### src/rtl/hsfd_pkg.sv
`timescale 1ns / 1ps
`default_nettype none
// ----------------------------------------------------------------------------
// hsfd_pkg
// Shared types, constants and the CRC-8 byte update for the humidity sensor
// frame decoder.
// ----------------------------------------------------------------------------
package hsfd_pkg;

	// crc-8, polynomial x^8+x^5+x^4+1, no reflection, no final xor
	localparam logic [7:0] CRC_INIT = 8'hFF;
	localparam logic [7:0] CRC_POLY = 8'h31;

	// positions of the bytes inside one six-byte frame
	localparam logic [2:0] POS_TEMP_HI  = 3'd0;
	localparam logic [2:0] POS_TEMP_LO  = 3'd1;
	localparam logic [2:0] POS_TEMP_CRC = 3'd2;
	localparam logic [2:0] POS_HUM_HI   = 3'd3;
	localparam logic [2:0] POS_HUM_LO   = 3'd4;
	localparam logic [2:0] POS_HUM_CRC  = 3'd5;

	// conversion to hundredths: floor(span*raw/65536), minus the offset for temperature
	localparam int unsigned TEMP_SPAN   = 17500;
	localparam int unsigned TEMP_OFFSET = 4500;
	localparam int unsigned HUM_SPAN    = 10000;
	localparam int unsigned HUM_MAX     = 9999;

	typedef enum logic [1:0] {
		STATUS_OK       = 2'd0,
		STATUS_TEMP_BAD = 2'd1,
		STATUS_HUM_BAD  = 2'd2
	} status_t;

	// raw words of one finished frame, handed to the scaling stage
	typedef struct packed {
		status_t     status;
		logic [15:0] temp_raw;
		logic [15:0] hum_raw;
	} frame_result_t;

	// one byte through the crc register, msb first
	function automatic logic [7:0] crc_add_byte(input logic [7:0] crc, input logic [7:0] b);
		logic [7:0] c;
		c = crc ^ b;
		for (int k = 0; k < 8; k++) begin
			if (c[7]) begin
				c = {c[6:0], 1'b0} ^ CRC_POLY;
			end else begin
				c = {c[6:0], 1'b0};
			end
		end
		return c;
	endfunction

endpackage
`default_nettype wire

### src/rtl/hsfd_if.sv
`timescale 1ns / 1ps
`default_nettype none
// ----------------------------------------------------------------------------
// hsfd_byte_if / hsfd_result_if
// Valid/ready channels of the decoder: received bytes in, decoded results out.
// ----------------------------------------------------------------------------
interface hsfd_byte_if;
	logic       valid;
	logic       ready;
	logic [7:0] byte_value;
	logic       frame_start;

	modport source (output valid, output byte_value, output frame_start, input ready);
	modport sink   (input valid, input byte_value, input frame_start, output ready);
endinterface

interface hsfd_result_if;
	logic               valid;
	logic               ready;
	logic [1:0]         status;
	logic signed [14:0] temperature_centi;
	logic [13:0]        humidity_centi;

	modport source (output valid, output status, output temperature_centi,
		output humidity_centi, input ready);
	modport sink   (input valid, input status, input temperature_centi,
		input humidity_centi, output ready);
endinterface
`default_nettype wire

### src/rtl/hsfd_frame.sv
`timescale 1ns / 1ps
`default_nettype none
// ----------------------------------------------------------------------------
// hsfd_frame
// Frame tracker: follows the byte position, runs the crc of each word, keeps
// the raw words and registers one raw result at the end of every frame.
// ----------------------------------------------------------------------------
module hsfd_frame (
	input  wire logic                    clk,
	input  wire logic                    arst_n,
	hsfd_byte_if.sink                    byte_ch,
	output hsfd_pkg::frame_result_t      done_s1,
	output logic                         done_valid_s1,
	input  wire logic                    done_ready
);

	logic [2:0]  byte_pos_q;
	logic [7:0]  crc_q;
	logic [7:0]  high_q;
	logic [15:0] temp_raw_q;
	logic        temp_good_q;
	logic [15:0] hum_raw_q;

	logic [2:0]  byte_pos_d;
	logic [7:0]  crc_d;
	logic [7:0]  high_d;
	logic [15:0] temp_raw_d;
	logic        temp_good_d;
	logic [15:0] hum_raw_d;

	logic        accept;
	logic [2:0]  pos_eff;
	logic [7:0]  crc_eff;
	logic [7:0]  crc_add;
	logic        emit;
	hsfd_pkg::status_t emit_status;

	// a stalled result blocks new bytes only while it cannot move on
	assign byte_ch.ready = !done_valid_s1 || done_ready;
	assign accept        = byte_ch.valid && byte_ch.ready;

	// start flag restarts position and crc before the byte is used
	always_comb begin
		if (byte_ch.frame_start || byte_pos_q > hsfd_pkg::POS_HUM_CRC) begin
			pos_eff = hsfd_pkg::POS_TEMP_HI;
		end else begin
			pos_eff = byte_pos_q;
		end
		crc_eff = byte_ch.frame_start ? hsfd_pkg::CRC_INIT : crc_q;
		crc_add = hsfd_pkg::crc_add_byte(crc_eff, byte_ch.byte_value);
	end

	// next state per byte position
	always_comb begin
		byte_pos_d  = byte_pos_q;
		crc_d       = crc_q;
		high_d      = high_q;
		temp_raw_d  = temp_raw_q;
		temp_good_d = temp_good_q;
		hum_raw_d   = hum_raw_q;
		emit        = 1'b0;
		emit_status = hsfd_pkg::STATUS_OK;
		case (pos_eff)
			hsfd_pkg::POS_TEMP_HI, hsfd_pkg::POS_HUM_HI: begin
				crc_d      = crc_add;
				high_d     = byte_ch.byte_value;
				byte_pos_d = pos_eff + 3'd1;
			end
			hsfd_pkg::POS_TEMP_LO: begin
				crc_d      = crc_add;
				temp_raw_d = {high_q, byte_ch.byte_value};
				byte_pos_d = hsfd_pkg::POS_TEMP_CRC;
			end
			hsfd_pkg::POS_TEMP_CRC: begin
				temp_good_d = (crc_eff == byte_ch.byte_value);
				crc_d       = hsfd_pkg::CRC_INIT;
				byte_pos_d  = hsfd_pkg::POS_HUM_HI;
			end
			hsfd_pkg::POS_HUM_LO: begin
				crc_d      = crc_add;
				hum_raw_d  = {high_q, byte_ch.byte_value};
				byte_pos_d = hsfd_pkg::POS_HUM_CRC;
			end
			hsfd_pkg::POS_HUM_CRC: begin
				crc_d      = hsfd_pkg::CRC_INIT;
				byte_pos_d = hsfd_pkg::POS_TEMP_HI;
				emit       = 1'b1;
				if (!temp_good_q) begin
					emit_status = hsfd_pkg::STATUS_TEMP_BAD;
				end else if (crc_eff != byte_ch.byte_value) begin
					emit_status = hsfd_pkg::STATUS_HUM_BAD;
				end else begin
					emit_status = hsfd_pkg::STATUS_OK;
				end
			end
			default: begin
				byte_pos_d = hsfd_pkg::POS_TEMP_HI;
			end
		endcase
	end

	// frame state
	always_ff @(posedge clk or negedge arst_n) begin
		if (!arst_n) begin
			byte_pos_q  <= hsfd_pkg::POS_TEMP_HI;
			crc_q       <= hsfd_pkg::CRC_INIT;
			high_q      <= '0;
			temp_raw_q  <= '0;
			temp_good_q <= 1'b0;
			hum_raw_q   <= '0;
		end else if (accept) begin
			byte_pos_q  <= byte_pos_d;
			crc_q       <= crc_d;
			high_q      <= high_d;
			temp_raw_q  <= temp_raw_d;
			temp_good_q <= temp_good_d;
			hum_raw_q   <= hum_raw_d;
		end
	end

	// raw result register
	always_ff @(posedge clk or negedge arst_n) begin
		if (!arst_n) begin
			done_valid_s1 <= 1'b0;
		end else if (accept && emit) begin
			done_valid_s1 <= 1'b1;
		end else if (done_ready) begin
			done_valid_s1 <= 1'b0;
		end
	end

	always_ff @(posedge clk) begin
		if (accept && emit) begin
			done_s1.status   <= emit_status;
			done_s1.temp_raw <= temp_raw_q;
			done_s1.hum_raw  <= hum_raw_q;
		end
	end

	// position never leaves the frame
	assert property (@(posedge clk) disable iff (!arst_n)
		byte_pos_q <= hsfd_pkg::POS_HUM_CRC)
		else $error("frame position out of range");

	// crc register is fresh at the start of each word
	assert property (@(posedge clk) disable iff (!arst_n)
		(byte_pos_q == hsfd_pkg::POS_TEMP_HI || byte_pos_q == hsfd_pkg::POS_HUM_HI)
		|-> crc_q == hsfd_pkg::CRC_INIT)
		else $error("crc not restarted at word start");

	// a new raw result only follows an accepted humidity crc byte
	assert property (@(posedge clk) disable iff (!arst_n)
		$rose(done_valid_s1) |-> $past(accept && pos_eff == hsfd_pkg::POS_HUM_CRC))
		else $error("raw result without closing byte");

endmodule
`default_nettype wire

### src/rtl/hsfd_scale.sv
`timescale 1ns / 1ps
`default_nettype none
// ----------------------------------------------------------------------------
// hsfd_scale
// Result stage: scales the raw words to hundredths, applies the crc status and
// holds the item in the output register.
// ----------------------------------------------------------------------------
module hsfd_scale (
	input  wire logic               clk,
	input  wire logic               arst_n,
	input  hsfd_pkg::frame_result_t done_s1,
	input  wire logic               done_valid_s1,
	output logic                    done_ready,
	hsfd_result_if.source           result_ch
);

	logic [30:0]        temp_prod;
	logic [14:0]        temp_scaled;
	logic signed [14:0] temp_centi;
	logic [29:0]        hum_prod;
	logic [13:0]        hum_centi;
	logic               take;

	assign done_ready = !result_ch.valid || result_ch.ready;
	assign take       = done_valid_s1 && done_ready;

	// fixed-point conversion, one constant multiply each
	always_comb begin
		temp_prod   = 31'(hsfd_pkg::TEMP_SPAN) * 31'(done_s1.temp_raw);
		temp_scaled = temp_prod[30:16];
		temp_centi  = signed'(15'(temp_scaled - 15'(hsfd_pkg::TEMP_OFFSET)));
		hum_prod    = 30'(hsfd_pkg::HUM_SPAN) * 30'(done_s1.hum_raw);
		hum_centi   = hum_prod[29:16];
	end

	// output register
	always_ff @(posedge clk or negedge arst_n) begin
		if (!arst_n) begin
			result_ch.valid <= 1'b0;
		end else if (done_ready) begin
			result_ch.valid <= done_valid_s1;
		end
	end

	always_ff @(posedge clk) begin
		if (take) begin
			result_ch.status <= done_s1.status;
			case (done_s1.status)
				hsfd_pkg::STATUS_TEMP_BAD: begin
					result_ch.temperature_centi <= '0;
					result_ch.humidity_centi    <= '0;
				end
				hsfd_pkg::STATUS_HUM_BAD: begin
					result_ch.temperature_centi <= temp_centi;
					result_ch.humidity_centi    <= '0;
				end
				default: begin
					result_ch.temperature_centi <= temp_centi;
					result_ch.humidity_centi    <= hum_centi;
				end
			endcase
		end
	end

	// bad temperature crc reports nothing
	assert property (@(posedge clk) disable iff (!arst_n)
		result_ch.valid && result_ch.status == hsfd_pkg::STATUS_TEMP_BAD
		|-> result_ch.temperature_centi == 15'sd0 && result_ch.humidity_centi == 14'd0)
		else $error("values reported with bad temperature crc");

	// humidity only with a fully good frame
	assert property (@(posedge clk) disable iff (!arst_n)
		result_ch.valid && result_ch.status != hsfd_pkg::STATUS_OK
		|-> result_ch.humidity_centi == 14'd0)
		else $error("humidity reported with crc error");

	// scaled humidity stays below full scale
	assert property (@(posedge clk) disable iff (!arst_n)
		result_ch.valid |-> result_ch.humidity_centi <= 14'(hsfd_pkg::HUM_MAX))
		else $error("humidity out of range");

endmodule
`default_nettype wire

### src/rtl/humidity_sensor_frame_decoder.sv
`timescale 1ns / 1ps
`default_nettype none
// ----------------------------------------------------------------------------
// humidity_sensor_frame_decoder
// Decodes six-byte temperature/humidity readouts with crc-8 checking.
// ----------------------------------------------------------------------------
// Bytes enter on byte_ch at up to one item per clock: temperature high, low,
// crc, then humidity high, low, crc. A set frame_start makes the byte the
// first of a new frame and drops any partial frame. Each word is checked with
// crc-8 (poly 0x31, init 0xFF). After the sixth byte one item passes the
// frame register, then the scaling and output register, to result_ch:
// status 0 ok, 1 temperature crc bad (both values zero), 2 humidity crc bad
// (humidity zero), temperature in hundredths of a degree and humidity in
// hundredths of a percent. A byte is taken every cycle unless a result is
// stalled at the output with another raw result behind it.
module humidity_sensor_frame_decoder (
	input  wire logic     clk,
	input  wire logic     arst_n,
	hsfd_byte_if.sink     byte_ch,
	hsfd_result_if.source result_ch
);

	hsfd_pkg::frame_result_t done_s1;
	logic                    done_valid_s1;
	logic                    done_ready;

	// byte tracking and crc check
	hsfd_frame u_frame (
		.clk           (clk),
		.arst_n        (arst_n),
		.byte_ch       (byte_ch),
		.done_s1       (done_s1),
		.done_valid_s1 (done_valid_s1),
		.done_ready    (done_ready)
	);

	// scaling and output register
	hsfd_scale u_scale (
		.clk           (clk),
		.arst_n        (arst_n),
		.done_s1       (done_s1),
		.done_valid_s1 (done_valid_s1),
		.done_ready    (done_ready),
		.result_ch     (result_ch)
	);

endmodule
`default_nettype wire
### src/flat_wrapper.sv
// flat-port wrapper written by rule: the top's interface ports become plain ports
module humidity_sensor_frame_decoder_flat 
  (clk, arst_n, byte_ch_valid, byte_ch_byte_value, byte_ch_frame_start, byte_ch_ready, result_ch_valid, result_ch_status, result_ch_temperature_centi, result_ch_humidity_centi, result_ch_ready);
  hsfd_byte_if byte_ch_i ();
  hsfd_result_if result_ch_i ();
  input  wire logic clk;
  input  wire logic arst_n;
  input wire logic [$bits(byte_ch_i.valid)-1:0] byte_ch_valid;
  input wire logic [$bits(byte_ch_i.byte_value)-1:0] byte_ch_byte_value;
  input wire logic [$bits(byte_ch_i.frame_start)-1:0] byte_ch_frame_start;
  output wire logic [$bits(byte_ch_i.ready)-1:0] byte_ch_ready;
  output wire logic [$bits(result_ch_i.valid)-1:0] result_ch_valid;
  output wire logic [$bits(result_ch_i.status)-1:0] result_ch_status;
  output wire logic [$bits(result_ch_i.temperature_centi)-1:0] result_ch_temperature_centi;
  output wire logic [$bits(result_ch_i.humidity_centi)-1:0] result_ch_humidity_centi;
  input wire logic [$bits(result_ch_i.ready)-1:0] result_ch_ready;
  assign byte_ch_i.valid = byte_ch_valid;
  assign byte_ch_i.byte_value = byte_ch_byte_value;
  assign byte_ch_i.frame_start = byte_ch_frame_start;
  assign byte_ch_ready = byte_ch_i.ready;
  assign result_ch_valid = result_ch_i.valid;
  assign result_ch_status = result_ch_i.status;
  assign result_ch_temperature_centi = result_ch_i.temperature_centi;
  assign result_ch_humidity_centi = result_ch_i.humidity_centi;
  assign result_ch_i.ready = result_ch_ready;
  humidity_sensor_frame_decoder u_core (.clk(clk), .arst_n(arst_n), .byte_ch(byte_ch_i), .result_ch(result_ch_i));
endmodule
### config.mk
export PLATFORM = sky130hd
export DESIGN_NAME = humidity_sensor_frame_decoder_flat
export DESIGN_NICKNAME = d
export VERILOG_FILES = /design/src/rtl/hsfd_pkg.sv /design/src/rtl/hsfd_if.sv /design/src/rtl/hsfd_frame.sv /design/src/rtl/hsfd_scale.sv /design/src/rtl/humidity_sensor_frame_decoder.sv /design/src/flat_wrapper.sv
export SDC_FILE = /design/constraint.sdc
export NUM_CORES = 1
export LEC_CHECK = 0
export BUFFER_PORTS_ARGS = -buffer_cell sky130_fd_sc_hd__buf_4
export CAP_MARGIN = 20
export CORE_ASPECT_RATIO = 0.75
export CORE_MARGIN = 3
export CORE_UTILIZATION = 28
export CTS_BUF_LIST = sky130_fd_sc_hd__clkbuf_4
export DETAILED_ROUTE_END_ITERATION = 10
export HOLD_SLACK_MARGIN = 0.02
export SLEW_MARGIN = 10
export SYNTH_ARGS = -nofsm -noshare
export SYNTH_HDL_FRONTEND = slang
export SYNTH_SLANG_ARGS = --single-unit
### constraint.sdc
create_clock -name clk -period 6.4 [get_ports clk]
set_clock_uncertainty 0.1 [all_clocks]
set_input_delay 0.96 -clock clk [delete_from_list [all_inputs] [get_ports clk]]
set_output_delay 0.96 -clock clk [all_outputs]
set_load 0.05 [all_outputs]
==> key figures, run 1 <==
Setup path
  – Crit Reg-Reg Endpoint: u_core.u_scale.result_ch.temperature_centi[14]
  – CP peak stage delay: 0.55 ns
  – Worst reg-to-reg path cell count: 21
  – Slowest-stage cell, CP: fa_1
  – Worst setup EP type: register
  – Reg2Reg Launch Point: u_core.u_frame.done_s1[28]
  – Critical path buffers and inverters: 4
  – Crit path DAT: 6.24 ns
  – Crit path max-delay family: adder cells
  – Critical path cell sequence: ha_1, inv_1, fa_1, inv_1, ha_1, inv_1, fa_1, fa_1, inv_1, ha_1, a21o_1, a21o_1, a221oi_1, o21a_1, xor2_1, ha_1, or3b_1, a22oi_2, a22oi_1, o32a_1, a31oi_1
  – CP required: 6.70 ns
  – R2R setup slack: 0.46 ns
  – Crit path max fanout: 6
  – CP startpoint: u_core.u_frame.done_s1[28]
  – CP Launch Type: register
  – Critical path type: reg -> reg

Timing
  – Fin. Hold Viols: 0
  – Fmax: 168 MHz
  – Slew Viols, Final: 0
  – Final setup violation count: 0
  – Setup TNS: 0 ns
  – Slew HR: 0.364
  – Tcrit/Tclk final: 0.928
  – Unrepaired setup endpoints after global routing: false
  – Crit path time final: 5.94 ns
  – Worst slew pin tran: 0.951 ns

Logic synthesis
  – Post-synth EDFFs: 65
  – Prevailing post-synth register cell: edfxtp_1
  – Area leader, netlist: ha_1
  – Number of synthesized register bits: 119
  – Syn avg cell area: 11.0 sq um
  – List of most frequent post-synthesis cells: inv_1, ha_1, fa_1
  – Share of the synthesized area in the top cell type: 0.204
  – Synthesized Nets: 1206
  – Cell area after synthesis: 10400 sq um
  – Cell with the most instances after synthesis: inv_1
  – Synth Instances: 946
  – Yosys warning count: 0
  – Sequential area share after synthesis: 0.319
  – Largest cells by area after synthesis: ha_1, edfxtp_1, fa_1
  – Asr flop ratio synth: 0.454
  – Cell variety after synth: 69

Clock network
  – CTS tree: built
  – Post-CTS sizing: 0
  – Number of setup buffers added after CTS: 0
  – H-tree levels: 4
  – TritonCTS Buffers: 17
  – Root buffer cell: clkbuf_4
  – Skew-Pair Late Insertion Delay: 0.56 ns
  – Clk pin slew, worst setup/hold paths: 0.12 ns
  – Max Buffers Root-to-Sink: 2
  – Cts hold-fix bufs: 0
  – CTS Sinks: 119

Detailed routing
  – DRC viols: 0
  – Routed Antenna Nets: 0
  – Vias per cell: 4.51
  – Vias: 6806
  – Avg WL per Cell: 13.8 um
  – TritonRoute pass-1 iters: 5
  – DRT Wirelength: 20800 um
  – 1st-iter DRT viols: 495

Power
  – Pwr dens: 293 nW/um^2
  – LEAKAGE: 5.44 nW
  – Clock group share of total power: 0.173
  – Switching Fraction: 0.378
  – Switch Pwr: 1.29 mW
  – Combinational power share: 0.478
  – Internal: 2.12 mW
  – Pwr Total: 3.40 mW
  – Peak VDD IR: 0.000151 V
  – Sequential power share: 0.349

Final layout
  – Core Util, Final: 0.321
  – Finished Cell Area: 11600 sq um
  – Fill cells: 3738
  – Reg area: 3310 sq um
  – Nets: 1260
  – Footprint of the multi-input gates: 6330 sq um
  – Ratio of cells with drive above 1 in the final layout: 0.143
  – Area Overhead vs Synth: 11.8%

Placement
  – GPL Wtd Cong: 0.833
  – Dpl cell area: 11300 sq um
  – Detail Placement HPWL: 16600 um
  – Port bufs: 45

Floorplanning
  – Starting density of the core: 0.287
  – Die area: 39500 sq um
  – Core area: 36200 sq um
  – I/O pins: 46
  – Die X: 228 um
  – Row count: 60
  – Die Y: 173 um

GRT
  – Initial antenna violation count: 1
  – First-pass GRT wire length: 35400 um
  – All-Layer GR Usage: 0.110
  – Gr ovfl total: 0
  – Pin count of the biggest net entering global routing: 55
  – Number of global-route vias before repair: 6870

Run
  – Max cap viols: 0

Hold path
  – HP Class: in -> async

Outcome
  – Status: complete, no violations
==> worst max-delay path by stage <==
stage	cells after the start	endpoint	slack (ns)
after floorplan	21	u_core.u_scale.result_ch.temperature_centi[14]	0.91
after global placement	21	u_core.u_scale.result_ch.temperature_centi[14]	0.58
after detailed placement	21	u_core.u_scale.result_ch.temperature_centi[14]	0.49
after CTS	21	u_core.u_scale.result_ch.temperature_centi[14]	0.43
after global routing	19	u_core.u_scale.result_ch.temperature_centi[11]	0.16
final	21	u_core.u_scale.result_ch.temperature_centi[14]	0.46
==> area by class of cell <==
cell class	instances	share of cell area
Multi-Input combinational cell	631	0.546
Sequential cell	119	0.285
Inverter	184	0.0595
Tap cell	496	0.0535
Timing Repair Buffer	47	0.0304
Clock buffer	22	0.0142
Clock inverter	9	0.0111
Antenna cell	1	0.000216
==> through the flow <==
stage | hold WS [ns] | std cells | setup WS (ns)
6_report | 0.335 | 1509 | 0.460
4_1_cts | 0.303 | 1508 | 0.433
2_1_floorplan | 0.319 | 946 | 0.915
3_3_place_gp | 0.325 | 1477 | 0.583
5_1_grt | 0.337 | 1509 | 0.161
3_5_place_dp | 0.326 | 1477 | 0.488
==> routing by layer <==
metal,track usage,share of wire,vias to the layer above
met3,0.0255,0.038,19
li1,-,-,3347
met1,0.172,0.55,3329
met5,0,0,-
met2,0.154,0.40,111
met4,0.0216,0.0099,0
==> power groups by stage <==
stage | sequential, mW | clock, mW | combinational [mW]
after global routing | 1.21 | 0.647 | 1.87
after CTS | 1.19 | 0.617 | 1.64
final | 1.19 | 0.590 | 1.63
after floorplan | 1.18 | 0 | 1.29
after global placement | 1.20 | 0 | 1.59
after detailed placement | 1.20 | 0 | 1.63
==> cell usage in the layout, fill, tap and decap left out, drive strengths merged, types with 7 or more instances in the layout <==
cell,count
edfxtp,65
a21oi,37
buf,47
nor2,58
a21o,12
ha,169
dfrtp,46
mux2,42
nand3,16
and3,7
nor3b,7
nor3,10
o21ai,13
nand2,22
xnor2,32
clkbuf,22
fa,78
and2,9
xor2,15
inv,185
dfstp,8
==> sequential cells by signal, indices dropped and copies added (netlist names) <==
| register | flops |
|---|---|
| u_core.u_frame.byte_pos_q | 3 |
| u_core.u_frame.crc_q | 8 |
| u_core.u_frame.done_s1 | 34 |
| u_core.u_frame.done_valid_s1 | 1 |
| u_core.u_frame.high_q | 8 |
| u_core.u_frame.hum_raw_q | 16 |
| u_core.u_frame.temp_good_q | 1 |
| u_core.u_frame.temp_raw_q | 16 |
| u_core.u_scale.result_ch.humidity_centi | 14 |
| u_core.u_scale.result_ch.status | 2 |
| u_core.u_scale.result_ch.temperature_centi | 15 |
| u_core.u_scale.result_ch.valid | 1 |
==> kinds of logic after synthesis <==
group | count (synthesis) | share of synthesized area
adders and majority gates | 247 | 0.354
muxes | 46 | 0.0494
DFF | 119 | 0.319
xor gates and xnor gates | 47 | 0.0396
buffers and inverters | 196 | 0.0719
AOI/OAI and AO/OA | 117 | 0.0787
and+or+nand+nor | 174 | 0.0875
Note: power is estimated with default switching activity, not from simulation.
==> inputs of run 2 (changes only) <==
--- a/config.mk
+++ b/config.mk
@@ -5,6 +5,7 @@
 export SDC_FILE = /design/constraint.sdc
 export NUM_CORES = 1
 export LEC_CHECK = 0
+export ABC_AREA = 1
 export BUFFER_PORTS_ARGS = -buffer_cell sky130_fd_sc_hd__buf_4
 export CAP_MARGIN = 20
 export CORE_ASPECT_RATIO = 0.75
==> key figures, run 2 <==
Clock network
  – TritonCTS Buffers: 17 (unchanged)
  – Post-CTS sizing: 0 (unchanged)
  – Clk pin slew, worst setup/hold paths: 0.12 ns (about the same)
  – Root buffer cell: clkbuf_4 (unchanged)
  – CTS Sinks: 119 (unchanged)
  – Cts hold-fix bufs: 0 (unchanged)
  – Number of setup buffers added after CTS: 0 (unchanged)
  – Skew-Pair Late Insertion Delay: 0.58 ns (was 0.56 ns)
  – H-tree levels: 4 (unchanged)
  – CTS tree: built (unchanged)
  – Max Buffers Root-to-Sink: 2 (unchanged)

Setup path
  – Crit path DAT: 5.52 ns (was 6.24 ns)
  – CP Launch Type: register (unchanged)
  – Worst setup EP type: register (unchanged)
  – CP required: 6.63 ns (was 6.70 ns)
  – Crit path max fanout: 6 (unchanged)
  – Critical path type: reg -> reg (unchanged)

Hold path
  – HP Class: in -> async (unchanged)

Timing
  – Fmax: 189 MHz (was 168 MHz)
  – Slew HR: 0.429 (was 0.364)
  – Crit path time final: 5.29 ns (was 5.94 ns)
  – Setup TNS: 0 ns (unchanged)
  – Fin. Hold Viols: 0 (unchanged)
  – Unrepaired setup endpoints after global routing: false (unchanged)
  – Final hold slack: 0.324 ns (was 0.335 ns)
  – Worst slew pin tran: 0.855 ns (was 0.951 ns)
  – Slew Viols, Final: 0 (unchanged)
  – Setup WS post-layout: 1.11 ns (was 0.460 ns)
  – Tcrit/Tclk final: 0.827 (was 0.928)
  – Final setup violation count: 0 (unchanged)

GRT
  – All-Layer GR Usage: 0.120 (was 0.110)
  – Gr ovfl total: 0 (unchanged)
  – Initial antenna violation count: 1 (unchanged)
  – First-pass GRT wire length: 39500 um (was 35400 um)
  – M2 GR Usage: 0.167 (was 0.154)
  – Met3 usage: 0.0275 (was 0.0255)
  – Pin count of the biggest net entering global routing: 55 (unchanged)
  – Busiest layer in global routing: met1 (unchanged)
  – GR Layer Usage met1: 0.188 (was 0.172)
  – Number of global-route vias before repair: 7722 (was 6870)

Logic synthesis
  – Post-synth EDFFs: 65 (unchanged)
  – Number of synthesized register bits: 119 (unchanged)
  – Yosys warning count: 0 (unchanged)
  – Sequential area share after synthesis: 0.303 (was 0.319)
  – Prevailing post-synth register cell: edfxtp_1 (unchanged)
  – Synth Instances: 1227 (was 946)
  – Cell variety after synth: 46 (was 69)
  – Syn avg cell area: 8.90 sq um (was 11.0 sq um)
  – Largest cells by area after synthesis: ha_1, edfxtp_1, fa_1 (unchanged)
  – Cell with the most instances after synthesis: inv_1 (unchanged)
  – Synthesized Nets: 1487 (was 1206)
  – Cell area after synthesis: 10900 sq um (was 10400 sq um)
  – Area leader, netlist: ha_1 (unchanged)
  – Asr flop ratio synth: 0.454 (unchanged)
  – List of most frequent post-synthesis cells: inv_1, nand2_1, ha_1 (was inv_1, ha_1, fa_1)
  – Share of the synthesized area in the top cell type: 0.194 (was 0.204)

Detailed routing
  – DRT Wirelength: 23500 um (was 20800 um)
  – TritonRoute pass-1 iters: 5 (unchanged)
  – Avg WL per Cell: 13.0 um (was 13.8 um)
  – Routed Antenna Nets: 0 (unchanged)
  – 1st-iter DRT viols: 503 (was 495)
  – DRC viols: 0 (unchanged)
  – Vias: 7892 (was 6806)
  – Vias per cell: 4.38 (was 4.51)

Placement
  – Pre-CTS setup slack: 1.18 ns (was 0.488 ns)
  – GPL Wtd Cong: 0.879 (was 0.833)
  – Port bufs: 45 (unchanged)
  – Detail Placement HPWL: 19700 um (was 16600 um)
  – Dpl cell area: 11900 sq um (was 11300 sq um)

Power
  – Peak VDD IR: 0.000160 V (was 0.000151 V)
  – Pwr Total: 2.38 mW (was 3.40 mW)
  – LEAKAGE: 6.14 nW (was 5.44 nW)
  – Pwr dens: 195 nW/um^2 (was 293 nW/um^2)

Outcome
  – Status: complete, no violations (unchanged)

Final layout
  – Most frequent cells in the layout: inv_1, nand2_1, ha_1 (was inv_1, ha_1, fa_1)
  – Largest registers: u_core.u_frame.done_s1 x34, u_core.u_frame.hum_raw_q x16, u_core.u_frame.temp_raw_q x16 (unchanged)
  – Most common cell after layout, fill and taps aside: inv_1 (unchanged)
  – Largest register FFs: 34 (unchanged)
  – Ratio of cells with drive above 1 in the final layout: 0.0979 (was 0.143)
  – Largest register by flop count: u_core.u_frame.done_s1 (unchanged)
  – Nets: 1545 (was 1260)
  – Area Overhead vs Synth: 11.9% (was 11.8%)
  – Finished Cell Area: 12200 sq um (was 11600 sq um)

Floorplanning
  – Row count: 61 (was 60)
  – Die area: 41400 sq um (was 39500 sq um)
  – I/O pins: 46 (unchanged)
  – Starting density of the core: 0.289 (was 0.287)
  – Die Y: 177 um (was 173 um)
  – Core area: 37800 sq um (was 36200 sq um)
  – Die X: 234 um (was 228 um)

Run
  – Max cap viols: 0 (unchanged)
run 2: cell count changes in the layout (fill, tap and decap cells not counted), sizes merged, moves of 7 or more:
cell,previous run,this run
mux2,42,0
a21o,12,2
and3,7,0
nand2,22,230
xnor2,32,6
and2,9,0
a21oi,37,85
nand3,16,32
inv,185,279
o21ai,13,61
nor2,58,88
run 2: final timing paths:
| path | end | start | slack (ns) | cells after the start |
|---|---|---|---|---|
| setup / recovery | u_core.u_scale.result_ch.temperature_centi[14] | u_core.u_frame.done_s1[26] | 1.11 | 27 |
| hold / removal | u_core.u_frame.byte_pos_q[0] | arst_n | 0.32 | 1 |
| setup reg to reg | u_core.u_scale.result_ch.temperature_centi[14] | u_core.u_frame.done_s1[26] | 1.11 | 27 |
| hold reg to reg | u_core.u_frame.done_s1[11] | u_core.u_frame.hum_raw_q[11] | 0.36 | 0 |
| max in group asynchronous | u_core.u_frame.hum_raw_q[1] | arst_n | 5.38 | 1 |
| min in group clk | u_core.u_frame.done_s1[11] | u_core.u_frame.hum_raw_q[11] | 0.36 | 0 |
run 2: final cells by class:
cell class | instances | area [sq um]
Antenna cell | 1 | 2.50
Clock buffer | 19 | 143
Clock inverter | 12 | 151
Fill cell | 3938 | 25600
Inverter | 277 | 1040
Multi-Input combinational cell | 822 | 6540
Sequential cell | 119 | 3310
Tap cell | 504 | 631
Timing Repair Buffer | 48 | 400
run 2: where the power goes:
group          internal, mW  switching (mW)  leakage (nW)
registers             0.990          0.0734          1.25
clock network         0.277           0.297         0.153
logic                 0.277           0.468          4.74
total                  1.54           0.838          6.14
run 2: critical path, cell delays in order, from the launching register on:
cell and delay (ns):
edfxtp_1 0.56, ha_1 0.35, inv_1 0.05, fa_1 0.49
inv_1 0.04, ha_1 0.30, fa_1 0.49, inv_1 0.06
fa_1 0.52, inv_1 0.04, ha_1 0.32, nand2_1 0.17
inv_1 0.06, nand2_1 0.06, nand2_1 0.07, a21oi_1 0.19
nand2_1 0.12, nand2_1 0.07, nand2_1 0.08, ha_1 0.22
inv_1 0.06, nand3_1 0.09, nand2_1 0.12, nand3_2 0.08
clkinv_1 0.05, nand2_1 0.05, a21oi_1 0.15, nor2_1 0.06
run 2: metrics by stage:
| stage | utilization | std cells |
|---|---|---|
| 3_5_place_dp | 0.314 | 1768 |
| 5_1_grt | 0.323 | 1802 |
| 3_3_place_gp | 0.314 | 1768 |
| 6_report | 0.323 | 1802 |
| 4_1_cts | 0.322 | 1799 |
| 2_1_floorplan | - | 1227 |
run 2: cells by family after synthesis:
family,count (synthesis),share of synthesized area
AOI/OAI and AO/OA,174,0.0863
buffers and inverters,286,0.0993
DFF,119,0.303
adders and majority gates,247,0.337
and+or+nand+nor,379,0.150
xor gates and xnor gates,22,0.0249
run 2: metal layers:
layer	wire, um	up-vias
met4	102	0
met3	995	11
met1	13100	3696
met5	0	-
li1	-	4058
met2	9220	127
